==> src/sv/kway_coordinate_merge_top_assert.svh <==
// Assertion macros shared by the k-way coordinate merge modules.
`ifndef KWAY_COORDINATE_MERGE_TOP_ASSERT_SVH
`define KWAY_COORDINATE_MERGE_TOP_ASSERT_SVH

// Same-cycle implication, disabled while reset is asserted.
`define KCM_ASSERT_IMPL(label, clk, rst_n, ante, cons, msg) \
    label: assert property (@(posedge clk) disable iff (!rst_n) (ante) |-> (cons)) \
        else $error(msg);

// Next-cycle implication, disabled while reset is asserted.
`define KCM_ASSERT_NEXT(label, clk, rst_n, ante, cons, msg) \
    label: assert property (@(posedge clk) disable iff (!rst_n) (ante) |=> (cons)) \
        else $error(msg);

`endif

==> src/sv/kcm_pkg.sv <==
// Shared types, codes and constants for the k-way coordinate merge.
package kcm_pkg;

    // Default number of streams the storage is sized for.
    localparam int MAX_SOURCES_DEFAULT = 16;
    // Streams the 4-bit source field can address.
    localparam int SOURCE_FIELD_REACH  = 16;

    localparam int KEY_W      = 64;
    localparam int CFG_ADDR_W = 3;
    localparam int CFG_DATA_W = 32;

    localparam logic [4:0]       N_SOURCES_RESET = 5'd2;
    localparam logic [KEY_W-1:0] EMPTY_KEY       = '1;

    // Register index, taken from the word-address bit of paddr.
    localparam logic REG_N_SOURCES = 1'b0;

    // Input status codes.
    localparam logic [1:0] STATUS_RECORD  = 2'd0;
    localparam logic [1:0] STATUS_END     = 2'd1;
    localparam logic [1:0] STATUS_TRUNC   = 2'd2;
    localparam logic [1:0] STATUS_INVALID = 2'd3;

    // Result kind codes.
    localparam logic [1:0] KIND_RECORD = 2'd0;
    localparam logic [1:0] KIND_DONE   = 2'd1;
    localparam logic [1:0] KIND_REJECT = 2'd2;

    typedef struct packed {
        logic [3:0]         source;
        logic signed [31:0] ref_id;
        logic signed [31:0] position;
        logic               strand;
        logic [1:0]         status;
    } item_t;

    typedef struct packed {
        logic [3:0]       winner_source;
        logic [KEY_W-1:0] winner_key;
        logic [1:0]       kind;
        logic             truncated_warn;
    } result_t;

    // Commands from the controller to the datapath.
    typedef struct packed {
        logic capture;
        logic commit;
        logic scan;
        logic emit;
    } ctl_cmd_t;

    // Status from the datapath to the controller.
    typedef struct packed {
        logic bad;
        logic fill_more;
        logic scan_done;
        logic out_busy;
    } dp_stat_t;

endpackage

==> src/sv/kcm_ram.sv <==
// Generic single-write, single-read RAM with registered read data.
module kcm_ram #(
    parameter int WIDTH = 64,
    parameter int DEPTH = 16
) (
    input  logic                     clk,
    input  logic                     we,
    input  logic [$clog2(DEPTH)-1:0] waddr,
    input  logic [WIDTH-1:0]         wdata,
    input  logic                     re,
    input  logic [$clog2(DEPTH)-1:0] raddr,
    output logic [WIDTH-1:0]         rdata
);

    logic [WIDTH-1:0] mem [DEPTH];
    logic [WIDTH-1:0] rdata_reg;

    // Write port.
    always_ff @(posedge clk)
    begin
        if (we)
        begin
            mem[waddr] <= wdata;
        end
    end

    // Registered read port.
    always_ff @(posedge clk)
    begin
        if (re)
        begin
            rdata_reg <= mem[raddr];
        end
    end

    assign rdata = rdata_reg;

endmodule

==> src/sv/kcm_ctrl.sv <==
// Controller state machine that sequences check, scan and result transfer.
`include "kway_coordinate_merge_top_assert.svh"
module kcm_ctrl
    import kcm_pkg::*;
(
    input  logic     clk,
    input  logic     rst_n,
    input  logic     item_valid,
    output logic     item_ready,
    input  dp_stat_t stat,
    output ctl_cmd_t cmd
);

    typedef enum logic [1:0] {
        S_IDLE,
        S_CHECK,
        S_SCAN,
        S_EMIT
    } state_t;

    state_t state_reg, state_next;
    logic   ready_reg, ready_next;

    // Next-state decode.
    always_comb
    begin
        state_next = state_reg;
        unique case (state_reg)
            S_IDLE:
            begin
                if (item_valid && ready_reg)
                begin
                    state_next = S_CHECK;
                end
            end
            S_CHECK:
            begin
                if (stat.bad)
                begin
                    state_next = S_EMIT;
                end
                else if (stat.fill_more)
                begin
                    state_next = S_IDLE;
                end
                else
                begin
                    state_next = S_SCAN;
                end
            end
            S_SCAN:
            begin
                if (stat.scan_done)
                begin
                    state_next = S_EMIT;
                end
            end
            S_EMIT:
            begin
                if (!stat.out_busy)
                begin
                    state_next = S_IDLE;
                end
            end
            default:
            begin
                state_next = S_IDLE;
            end
        endcase
        ready_next = (state_next == S_IDLE);
    end

    // State and registered ready.
    always_ff @(posedge clk or negedge rst_n)
    begin
        if (!rst_n)
        begin
            state_reg <= S_IDLE;
            ready_reg <= 1'b1;
        end
        else
        begin
            state_reg <= state_next;
            ready_reg <= ready_next;
        end
    end

    // Commands to the datapath.
    always_comb
    begin
        cmd.capture = (state_reg == S_IDLE) && item_valid && ready_reg;
        cmd.commit  = (state_reg == S_CHECK);
        cmd.scan    = (state_reg == S_SCAN);
        cmd.emit    = (state_reg == S_EMIT) && !stat.out_busy;
    end

    assign item_ready = ready_reg;

    `KCM_ASSERT_IMPL(a_cmd_exclusive, clk, rst_n, 1'b1,
        $onehot0({cmd.capture, cmd.commit, cmd.scan, cmd.emit}), "commands overlap")

endmodule

==> src/sv/kcm_dp.sv <==
// Datapath: item register, head store, minimum scan and result register.
`include "kway_coordinate_merge_top_assert.svh"
module kcm_dp
    import kcm_pkg::*;
#(
    parameter int MAX_SOURCES = MAX_SOURCES_DEFAULT
) (
    input  logic       clk,
    input  logic       rst_n,
    input  logic [4:0] n_sources,
    input  item_t      item,
    input  ctl_cmd_t   cmd,
    output dp_stat_t   stat,
    output logic       result_valid,
    input  logic       result_ready,
    output result_t    result
);

    localparam int NS    = (MAX_SOURCES < SOURCE_FIELD_REACH) ? MAX_SOURCES
                                                              : SOURCE_FIELD_REACH;
    localparam int IDX_W = $clog2(NS);

    typedef enum logic {
        PHASE_FILLING,
        PHASE_MERGING
    } phase_t;

    // Item register (payload, no reset).
    item_t            item_reg;
    // Control state.
    phase_t           phase_reg;
    logic [4:0]       fill_count_reg;
    logic [3:0]       awaited_reg;
    logic [NS-1:0]    head_valid_reg;
    logic             reject_reg;
    logic             warn_reg;
    logic [4:0]       scan_cnt_reg;
    logic             cmp_vld_reg;
    logic             cmp_last_reg;
    logic [IDX_W-1:0] cmp_idx_reg;
    logic             best_found_reg;
    logic [IDX_W-1:0] best_idx_reg;
    logic [KEY_W-1:0] best_key_reg;
    logic             out_valid_reg;
    result_t          result_reg;

    logic [4:0]       active;
    logic [5:0]       fill_inc;
    logic [31:0]      pos_inc;
    logic [KEY_W-1:0] item_key;
    logic [IDX_W-1:0] src_idx;
    logic             issue;
    logic             ram_we;
    logic [KEY_W-1:0] ram_rdata;
    logic             take_cand;

    // Streams in use, clamped to 1 .. NS.
    always_comb
    begin
        if (n_sources == 5'd0)
        begin
            active = 5'd1;
        end
        else if (32'(n_sources) > NS)
        begin
            active = 5'(NS);
        end
        else
        begin
            active = n_sources;
        end
    end

    // Key of the held item and its checks.
    assign pos_inc  = 32'(item_reg.position) + 32'd1;
    assign item_key = {32'(item_reg.ref_id), pos_inc[30:0], item_reg.strand};
    assign src_idx  = item_reg.source[IDX_W-1:0];
    assign fill_inc = {1'b0, fill_count_reg} + 6'd1;

    assign stat.bad = (item_reg.source != awaited_reg)
                   || (item_reg.status == STATUS_INVALID)
                   || (32'(item_reg.source) >= MAX_SOURCES);
    assign stat.fill_more = (phase_reg == PHASE_FILLING)
                         && (fill_inc < {1'b0, active});
    assign stat.scan_done = cmp_vld_reg && cmp_last_reg;
    assign stat.out_busy  = out_valid_reg && !result_ready;

    // Head key store.
    assign ram_we = cmd.commit && !stat.bad
                 && ((phase_reg == PHASE_FILLING) || (item_reg.status == STATUS_RECORD));
    assign issue  = cmd.scan && (scan_cnt_reg < active);

    kcm_ram #(
        .WIDTH (KEY_W),
        .DEPTH (NS)
    ) u_head_ram (
        .clk   (clk),
        .we    (ram_we),
        .waddr (src_idx),
        .wdata (item_key),
        .re    (issue),
        .raddr (scan_cnt_reg[IDX_W-1:0]),
        .rdata (ram_rdata)
    );

    // A read head takes the lead if it is valid and strictly smaller.
    assign take_cand = cmp_vld_reg && head_valid_reg[cmp_idx_reg]
                    && (!best_found_reg || (ram_rdata < best_key_reg));

    // Payload registers.
    always_ff @(posedge clk)
    begin
        if (cmd.capture)
        begin
            item_reg <= item;
        end
        if (take_cand)
        begin
            best_idx_reg <= cmp_idx_reg;
            best_key_reg <= ram_rdata;
        end
        if (cmd.emit)
        begin
            if (reject_reg)
            begin
                result_reg <= '{winner_source: awaited_reg, winner_key: '0,
                                kind: KIND_REJECT, truncated_warn: 1'b0};
            end
            else if (!best_found_reg)
            begin
                result_reg <= '{winner_source: 4'd0, winner_key: EMPTY_KEY,
                                kind: KIND_DONE, truncated_warn: warn_reg};
            end
            else
            begin
                result_reg <= '{winner_source: 4'(best_idx_reg), winner_key: best_key_reg,
                                kind: KIND_RECORD, truncated_warn: warn_reg};
            end
        end
    end

    // Control state: merge phase, stream heads, scan and output flags.
    always_ff @(posedge clk or negedge rst_n)
    begin
        if (!rst_n)
        begin
            phase_reg      <= PHASE_FILLING;
            fill_count_reg <= '0;
            awaited_reg    <= '0;
            head_valid_reg <= '0;
            reject_reg     <= 1'b0;
            warn_reg       <= 1'b0;
            scan_cnt_reg   <= '0;
            cmp_vld_reg    <= 1'b0;
            cmp_last_reg   <= 1'b0;
            cmp_idx_reg    <= '0;
            best_found_reg <= 1'b0;
            out_valid_reg  <= 1'b0;
        end
        else
        begin
            // Apply the held item; a truncation notice while merging raises the warning.
            if (cmd.commit)
            begin
                reject_reg     <= stat.bad;
                warn_reg       <= !stat.bad && (phase_reg == PHASE_MERGING)
                                  && (item_reg.status == STATUS_TRUNC);
                scan_cnt_reg   <= '0;
                best_found_reg <= 1'b0;
                if (!stat.bad)
                begin
                    if (phase_reg == PHASE_FILLING)
                    begin
                        head_valid_reg[src_idx] <= (item_reg.status == STATUS_RECORD);
                        fill_count_reg          <= fill_inc[4:0];
                        awaited_reg             <= fill_inc[3:0];
                    end
                    else if (item_reg.status == STATUS_RECORD)
                    begin
                        head_valid_reg[src_idx] <= 1'b1;
                    end
                    else if (item_reg.status == STATUS_END)
                    begin
                        head_valid_reg[src_idx] <= 1'b0;
                    end
                end
            end

            // Scan: one head read issued per cycle, compared once its registered read data returns.
            if (issue)
            begin
                scan_cnt_reg <= scan_cnt_reg + 5'd1;
            end
            cmp_vld_reg  <= issue;
            cmp_idx_reg  <= scan_cnt_reg[IDX_W-1:0];
            cmp_last_reg <= (scan_cnt_reg == active - 5'd1);
            if (take_cand)
            begin
                best_found_reg <= 1'b1;
            end

            // Result transfer and the state change it carries.
            if (cmd.emit)
            begin
                out_valid_reg <= 1'b1;
                if (!reject_reg)
                begin
                    if (best_found_reg)
                    begin
                        phase_reg   <= PHASE_MERGING;
                        awaited_reg <= 4'(best_idx_reg);
                    end
                    else
                    begin
                        phase_reg      <= PHASE_FILLING;
                        fill_count_reg <= '0;
                        awaited_reg    <= '0;
                    end
                end
            end
            else if (out_valid_reg && result_ready)
            begin
                out_valid_reg <= 1'b0;
            end
        end
    end

    assign result_valid = out_valid_reg;
    assign result       = result_reg;

    `KCM_ASSERT_NEXT(a_done_rearms, clk, rst_n,
        cmd.emit && !reject_reg && !best_found_reg,
        phase_reg == PHASE_FILLING && fill_count_reg == 5'd0 && awaited_reg == 4'd0,
        "exhausted merge did not return to filling")
    `KCM_ASSERT_IMPL(a_winner_valid, clk, rst_n,
        cmd.emit && !reject_reg && best_found_reg,
        head_valid_reg[best_idx_reg], "chosen stream holds no head")
    `KCM_ASSERT_NEXT(a_reject_no_change, clk, rst_n, cmd.commit && stat.bad,
        $stable(head_valid_reg) && $stable(fill_count_reg) && $stable(phase_reg),
        "rejected item changed merge state")

endmodule

==> src/sv/kway_coordinate_merge_top.sv <==
// Top level of the k-way coordinate merge: config register, controller and datapath.
// Each accepted item is captured and checked; once all heads are filled, a scan of
// the head key RAM finds the smallest key and the result is registered for output.
// A new item is accepted only once the previous one is finished; the scan reads one
// head key per cycle. Filling items other than the last skip the scan and give no result; rejects skip the scan.
// Reset: rst_n clears all control state, n_sources returns to 2; head keys stay
// unset and are tracked by per-stream valid bits.
module kway_coordinate_merge_top
    import kcm_pkg::*;
#(
    parameter int MAX_SOURCES = MAX_SOURCES_DEFAULT
) (
    input  logic                  clk,
    input  logic                  rst_n,
    input  logic                  item_valid,
    output logic                  item_ready,
    input  item_t                 item,
    output logic                  result_valid,
    input  logic                  result_ready,
    output result_t               result,
    input  logic                  psel,
    input  logic                  penable,
    input  logic                  pwrite,
    input  logic [CFG_ADDR_W-1:0] paddr,
    input  logic [CFG_DATA_W-1:0] pwdata,
    output logic [CFG_DATA_W-1:0] prdata,
    output logic                  pready
);

    logic [4:0] n_sources_reg;
    logic       reg_sel;
    ctl_cmd_t   cmd;
    dp_stat_t   stat;

    // Register file: a single word-aligned register.
    assign reg_sel = (paddr[CFG_ADDR_W-1] == REG_N_SOURCES);
    assign pready  = 1'b1;

    always_ff @(posedge clk or negedge rst_n)
    begin
        if (!rst_n)
        begin
            n_sources_reg <= N_SOURCES_RESET;
        end
        else if (psel && penable && pwrite && reg_sel)
        begin
            n_sources_reg <= pwdata[4:0];
        end
    end

    assign prdata = reg_sel ? {{(CFG_DATA_W-5){1'b0}}, n_sources_reg} : '0;

    kcm_ctrl u_ctrl (
        .clk        (clk),
        .rst_n      (rst_n),
        .item_valid (item_valid),
        .item_ready (item_ready),
        .stat       (stat),
        .cmd        (cmd)
    );

    kcm_dp #(
        .MAX_SOURCES (MAX_SOURCES)
    ) u_dp (
        .clk          (clk),
        .rst_n        (rst_n),
        .n_sources    (n_sources_reg),
        .item         (item),
        .cmd          (cmd),
        .stat         (stat),
        .result_valid (result_valid),
        .result_ready (result_ready),
        .result       (result)
    );

endmodule
==> config.mk <==
export PLATFORM = sky130hd
export DESIGN_NAME = kway_coordinate_merge_top
export DESIGN_NICKNAME = d
export VERILOG_FILES = /design/src/sv/kcm_pkg.sv /design/src/sv/kcm_ram.sv /design/src/sv/kcm_ctrl.sv /design/src/sv/kcm_dp.sv /design/src/sv/kway_coordinate_merge_top.sv
export VERILOG_INCLUDE_DIRS = /design/src /design/src/sv
export SDC_FILE = /design/constraint.sdc
export NUM_CORES = 1
export LEC_CHECK = 0
export BUFFER_PORTS_ARGS = -buffer_cell sky130_fd_sc_hd__buf_2
export CORE_MARGIN = 1.5
export CORE_UTILIZATION = 50
export CTS_CLUSTER_DIAMETER = 80
export DETAILED_ROUTE_END_ITERATION = 16
export HOLD_SLACK_MARGIN = 0.1
export PLACE_DENSITY = 0.65
export SLEW_MARGIN = 20
export SYNTH_ARGS = -nofsm -noshare
export SYNTH_HDL_FRONTEND = slang
export SYNTH_SLANG_ARGS = --single-unit
==> constraint.sdc <==
create_clock -name clk -period 7.3 [get_ports clk]
set_input_delay 0.73 -clock clk [delete_from_list [all_inputs] [get_ports clk]]
set_output_delay 0.73 -clock clk [all_outputs]
set_load 0.01 [all_outputs]
# [Word-level counts from Yosys, hierarchy flattened]
# Memories as Yosys holds them, arrays and structs flattened. A register that Yosys moved wholly into a read port is not among the register bits.
# Cells that the tools add are included.
[op_classes] add_sub_neg=4 magnitude_cmp=7 n_eq_ne=9 muxes=40 bitwise_logic=7 n_reduce_logical=35
[op_table] cell="$mux W71" n=2
[op_table] cell="$lt A64 B64 Y1" n=1
[op_table] cell="$mux W5" n=11
[op_table] cell="$mux W16" n=3
[op_table] cell="$add A31 B1 Y31 const B" n=1
[op_table] cell="$mux W4" n=6
[op_table] cell="$logic_and A1 B1 Y1" n=19
[op_table] cell="$and A16 B16 Y16" n=1
[op_table] cell="$bwmux W16" n=1
[op_table] cell="$not A16 Y16" n=1
[op_table] cell="$or A16 B16 Y16" n=1
[op_table] cell="$lt A4 B5 Y1 const B" n=2
[op_table] cell="$mux W2" n=5
[op_table] cell="$mux W1" n=9
[op_table] cell="$eq A2 B2 Y1 const B" n=4
[op_table] cell="$pmux W2 S4" n=1
[op_table] cell="$add A5 B1 Y6 const B" n=1
[op_table] cell="$logic_not A2 Y1" n=3
[op_table] cell="$lt A6 B5 Y1" n=1
[op_table] cell="$reduce_bool A2 Y1" n=3
[op_table] cell="$add A5 B1 Y5 const B" n=1
[op_table] cell="$eq A5 B5 Y1" n=1
[op_table] cell="$gt A5 B5 Y1 const B" n=1
[op_table] cell="$logic_not A5 Y1" n=1
[op_table] cell="13 further kinds" n=22
[word_totals] register_bits=258 mem_bits_rw=1024 inputBits=113 out_inout_bits=106 elab_cells=129 n_memories=1
[memory_table] name="u_dp.u_head_ram.mem" words=16 word_bits=64 read_ports=1 rd_clocked_by_memory_dff=1 wr=1 line_no="kcm_ram.sv:15" source="logic [WIDTH-1:0] mem [DEPTH];"

# [Depth between registers and ports, before layout]
[logic_depth] ltp_word=9 ltp_mapped=13 ltp_nobuf=10

# [Cells and area by module]
# Synthesis repeated with hierarchy kept, for this count alone.
[hier_totals] cells_unflattened=2549 hier_area_um2=52032.4
[modules_own_cells] module="kcm_ram" n_inst=1 cells_each=1647 area_per_inst_um2=40222.3 seq_area_each_um2=32671.3
[modules_own_cells] module="kcm_dp" n_inst=1 cells_each=842 area_per_inst_um2=11180.7 seq_area_each_um2=7302.0
[modules_own_cells] module="kway_coordinate_merge_top" n_inst=1 cells_each=46 area_per_inst_um2=467.9 seq_area_each_um2=126.4
[modules_own_cells] module="kcm_ctrl" n_inst=1 cells_each=14 area_per_inst_um2=161.4 seq_area_each_um2=76.3

# [Worst setup path before layout]
# No wires, ideal clock.
[synth_timing] path_type="input port to flip-flop" from="input item_valid" to="register u_dp.item_reg, in the netlist u_dp.item_key[0] (enable)" setup_time_ps=584 arrival_time_ps=5537 required_ps=6716 path_slack_ps=1179 stages=2 path_buffers=0 path_cell_list="nand2_1 > nor3_1"
[synth_lines] element="from (decl)" line_no="kway_coordinate_merge_top.sv:15" source="input logic item_valid,"
[synth_lines] element="to (signal assigned)" line_no="kcm_dp.sv:115" source="item_reg <= item;"
[synth_lines] element="to (decl)" line_no="kcm_dp.sv:29" source="item_t item_reg;"

# [Worst setup path after layout]
[layout_timing] from="register u_dp.u_head_ram.rdata_reg[30] (netlist: u_dp.u_head_ram.rdata[30]) (read register of u_dp.u_head_ram.mem)" to="register u_dp.best_key_reg[50] (enable)"
[layout_between] elab_chain_len=3
[layout_rtl] element="from (decl)" line_no="kcm_ram.sv:16" source="logic [WIDTH-1:0] rdata_reg;"
[layout_rtl] element="$lt A64 B64 Y1" line_no="kcm_dp.sv:108" source="&& (!best_found_reg || (ram_rdata < best_key_reg));"
[layout_rtl] element="$logic_or A1 B1 Y1" line_no="kcm_dp.sv:108"
[layout_rtl] element="$logic_and A1 B1 Y1" line_no="kcm_dp.sv:108"
[layout_rtl] element="named net u_dp.take_cand" line_no="kcm_dp.sv:55" source="logic take_cand;"
[layout_rtl] element="to (signal assigned)" line_no="kcm_dp.sv:120" source="best_key_reg <= ram_rdata;"
[layout_rtl] element="to (decl)" line_no="kcm_dp.sv:43" source="logic [KEY_W-1:0] best_key_reg;"
# The timed path passes the listed nets, and every way through them passes these cells.
# A chain may end at the register's enable or synchronous reset.

==> summary.txt <==
Run status
  • Status: finished clean

Setup path
  • CP max FO: 48
  • Startpoint Class: flip-flop
  • R2R Setup Slk: 3.09 ns
  • Worst EP required: 7.65 ns
  • RR Startpoint: u_dp.u_head_ram.rdata[30]
  • Critical Path Start: u_dp.u_head_ram.rdata[30]
  • CP endpoint kind: flip-flop
  • CP arrival: 4.57 ns
  • Critical path destination: u_dp.best_key_reg[50]
  • Setup CP Type: flip-flop to flip-flop
  • Depth of the worst register-to-register path: 9
  • Worst reg2reg endpoint: u_dp.best_key_reg[50]

Cells and area
  • Diodes inserted: 0
  • Fill count: 7520
  • Fin area: 0.0594 mm²
  • Core Util, Final: 57.5%
  • Final Non-Filler Cells: 4153
  • Final #Nets: 2849
  • Area growth syn-to-layout: 14.0%
  • Share of layout cells above drive strength 1: 29.0%
  • Max FFs per register: 1024

STA
  • Fin crit share: 57.7%
  • Final hold vios: 0
  • PnR worst setup slack: 3.09 ns
  • Setup TNS: 0 ns
  • RSZ-0062 raised after global routing: false
  • Fin. max-slew vios: 0
  • Worst-Margin Slew: 1.16 ns
  • Clock Skews: 0.0277 ns
  • Final setup viols: 0
  • Slew headroom: 22.4%
  • Post-layout min period: 4.21 ns
  • Fmax: 237 MHz

Route
  • Initial drt markers: 2809
  • DR vias: 24500
  • Residual DRC count: 0
  • Drt wl/cell: 27.3 µm
  • Final WL: 113000 µm
  • Via/cell ratio: 5.90
  • First-pass DRT Iterations: 5
  • DRT antenna net count: 0

Die
  • FP Rows: 118
  • # IOs: 219
  • CORE AREA: 0.103 mm²
  • Initial Util: 50.4%
  • Die Y: 326 µm
  • Die width: 326 µm
  • DIE AREA: 0.106 mm²

Global route
  • Initial antenna violation count: 2
  • Pin count of the biggest net entering global routing: 105
  • Grt ovf: 0
  • Number of global-route vias before repair: 25400
  • GRT Total Usage: 21.7%
  • Global-route wire length before repair: 167000 µm

Yosys
  • Syn Inst Count: 2411
  • Seq/Total Area, Yosys: 77.1%
  • Top FF cell, synth: edfxtp_1
  • Synth top area share: 74.8%
  • Most frequent cell after synthesis: edfxtp_1
  • YS warnings: 0
  • Post-synth ARST share: 3.64%
  • Yosys cell types: 51
  • Netlist area before placement: 0.0521 mm²
  • Top cells by count, synth: 1297 x edfxtp_1, 324 x mux4_2, 99 x a21oi_1, 76 x ha_1, 75 x nand2_1
  • EDFF count, synth: 1297
  • Flop and latch count out of synthesis: 1346
  • Area contributors post-synth: edfxtp_1 75%, mux4_2 14%, dfrtp_1 2.3%
  • Yosys top cell by area: edfxtp_1
  • Syn Area/Cell: 21.6 µm²

CTS
  • Post-CTS Setup Inserts: 0
  • Root Buffer: clkbuf_16
  • CTS tree: built
  • Total CTS buffers: 139
  • Clock slew at reported path FFs: 0.06 ns
  • Clock net sink count: 1346
  • Clock latency on the worst-skew pair: 0.75 ns
  • Htree depth: 4
  • CTS max path bufs: 3

Power and ir drop
  • Part of the power in registers: 45.9%
  • Switch share: 26.8%
  • Static leakage: 19.5 nW
  • Combinational share of power: 20.4%
  • Worst vdd ir: 0.280 mV
  • Power Internal: 15.8 mW
  • Clock share of power: 33.6%
  • Pwr dens: 363 mW/mm²
  • Psw: 5.78 mW

Placement
  • Placement Setup Slack: 3.06 ns
  • IO buf count: 160
  • Gp weighted congestion: 0.775
  • DP Cell Count: 3898
  • Placement Cell Area: 0.0545 mm²
  • Post-DP HPWL: 61200 µm

Flow run
  • Max-capacitance violation count: 0

Worst hold path
  • Hold Path Class: primary input to flip-flop
-- area by class of cell --
| cell class | count | area [µm²] | area share [%] |
|---|---|---|---|
| flip-flops and latches | 1346 | 40200 | 67.7 |
| multi-input cells | 887 | 11200 | 18.9 |
| clock buffers | 167 | 3660 | 6.16 |
| well taps | 1380 | 1730 | 2.91 |
| repair buffers | 213 | 1230 | 2.07 |
| clock inverters | 87 | 1050 | 1.76 |
| inverters | 73 | 275 | 0.464 |
-- cell families after synthesis --
logic type | Yosys count | synth area share, %
flip-flops | 1346 | 77.1
multiplexers | 338 | 14.3
AND/OR/NAND/NOR | 219 | 1.99
buffers and inverters | 204 | 2.03
AO/OA/AOI/OAI | 181 | 1.97
adder cells (fa/ha/maj) | 76 | 1.83
XOR/XNOR | 45 | 0.757
other | 2 | 0.0144
-- per-stage QoR --
| stage | hold slack (ns) | power, mW |
|---|---|---|
| detailed placement | 0.444 | 14.5 |
| CTS | 0.105 | 21.8 |
| global placement | 0.439 | 14.4 |
| floorplan | 0.375 | 13.2 |
| finish | 0.157 | 21.5 |
| global route | 0.122 | 22.4 |
-- power by group through the flow --
stage          logic, mW  clock network (mW)  registers (mW)
6_report            4.41                7.24            9.90
5_1_grt             4.77                7.68            9.98
4_1_cts             4.49                7.38            9.91
3_5_place_dp        4.46                   0            10.1
3_3_place_gp        4.36                   0            10.0
2_1_floorplan       3.45                   0            9.77
-- metal layers --
layer / track usage [%] / vias to the layer above / share of wire [%]
met2: 34.6 / 921 / 49
met1: 31.5 / 13000 / 43
li1: - / 10400 / -
met5: 0 / - / 0
met4: 6.07 / 0 / 2.0
met3: 3.43 / 166 / 6.4
-- how the worst min path moves through the flow --
stage / startpoint / end / cells after the start
2_1_floorplan: u_dp.scan_cnt_reg[0] / u_dp.cmp_idx_reg[0] / 0
3_3_place_gp: u_dp.u_head_ram.rdata[63] / u_dp.best_key_reg[63] / 0
3_5_place_dp: u_dp.u_head_ram.rdata[46] / u_dp.best_key_reg[46] / 0
4_1_cts: item[49] / u_dp.item_key[46] / 1
5_1_grt: item[52] / u_dp.item_key[49] / 1
6_report: item[41] / u_dp.item_key[38] / 1
-- cell usage in the layout, fill, tap and decap left out, types with 9 or more instances in the layout --
| cell type | instances |
|---|---|
| xnor2_1 | 15 |
| clkbuf_16 | 142 |
| nor2_1 | 37 |
| buf_4 | 51 |
| edfxtp_1 | 1297 |
| inv_6 | 9 |
| o21ai_0 | 36 |
| conb_1 | 28 |
| clkbuf_1 | 24 |
| xnor2_2 | 17 |
| nand4_1 | 21 |
| buf_2 | 159 |
| mux4_2 | 324 |
| xor2_1 | 10 |
| clkinv_2 | 23 |
| a21oi_1 | 99 |
| nand2_1 | 75 |
| bufinv_16 | 20 |
| dfrtp_1 | 41 |
| nand3_1 | 24 |
| nor2_4 | 17 |
| inv_1 | 72 |
| ha_1 | 76 |
| clkinv_1 | 24 |
| o41ai_1 | 16 |
-- timing repair --
action / 4_1_cts / 5_1_grt
hold buffers: 0 / 1
hold endpoints to repair: 0 / 47
gates resized for setup: 0 / 0
-- critical path, stage by stage, from the launching register on --
cell and delay, ns:
edfxtp_1 0.41, ha_1 0.34, a21oi_1 0.14, nand2_1 0.07, a221oi_1 0.66, nor2_1 0.11
o21ai_0 0.33, a31oi_1 0.30, nor2_4 0.63, buf_4 0.77
No activity file was read; power rests on OpenSTA's default activity.
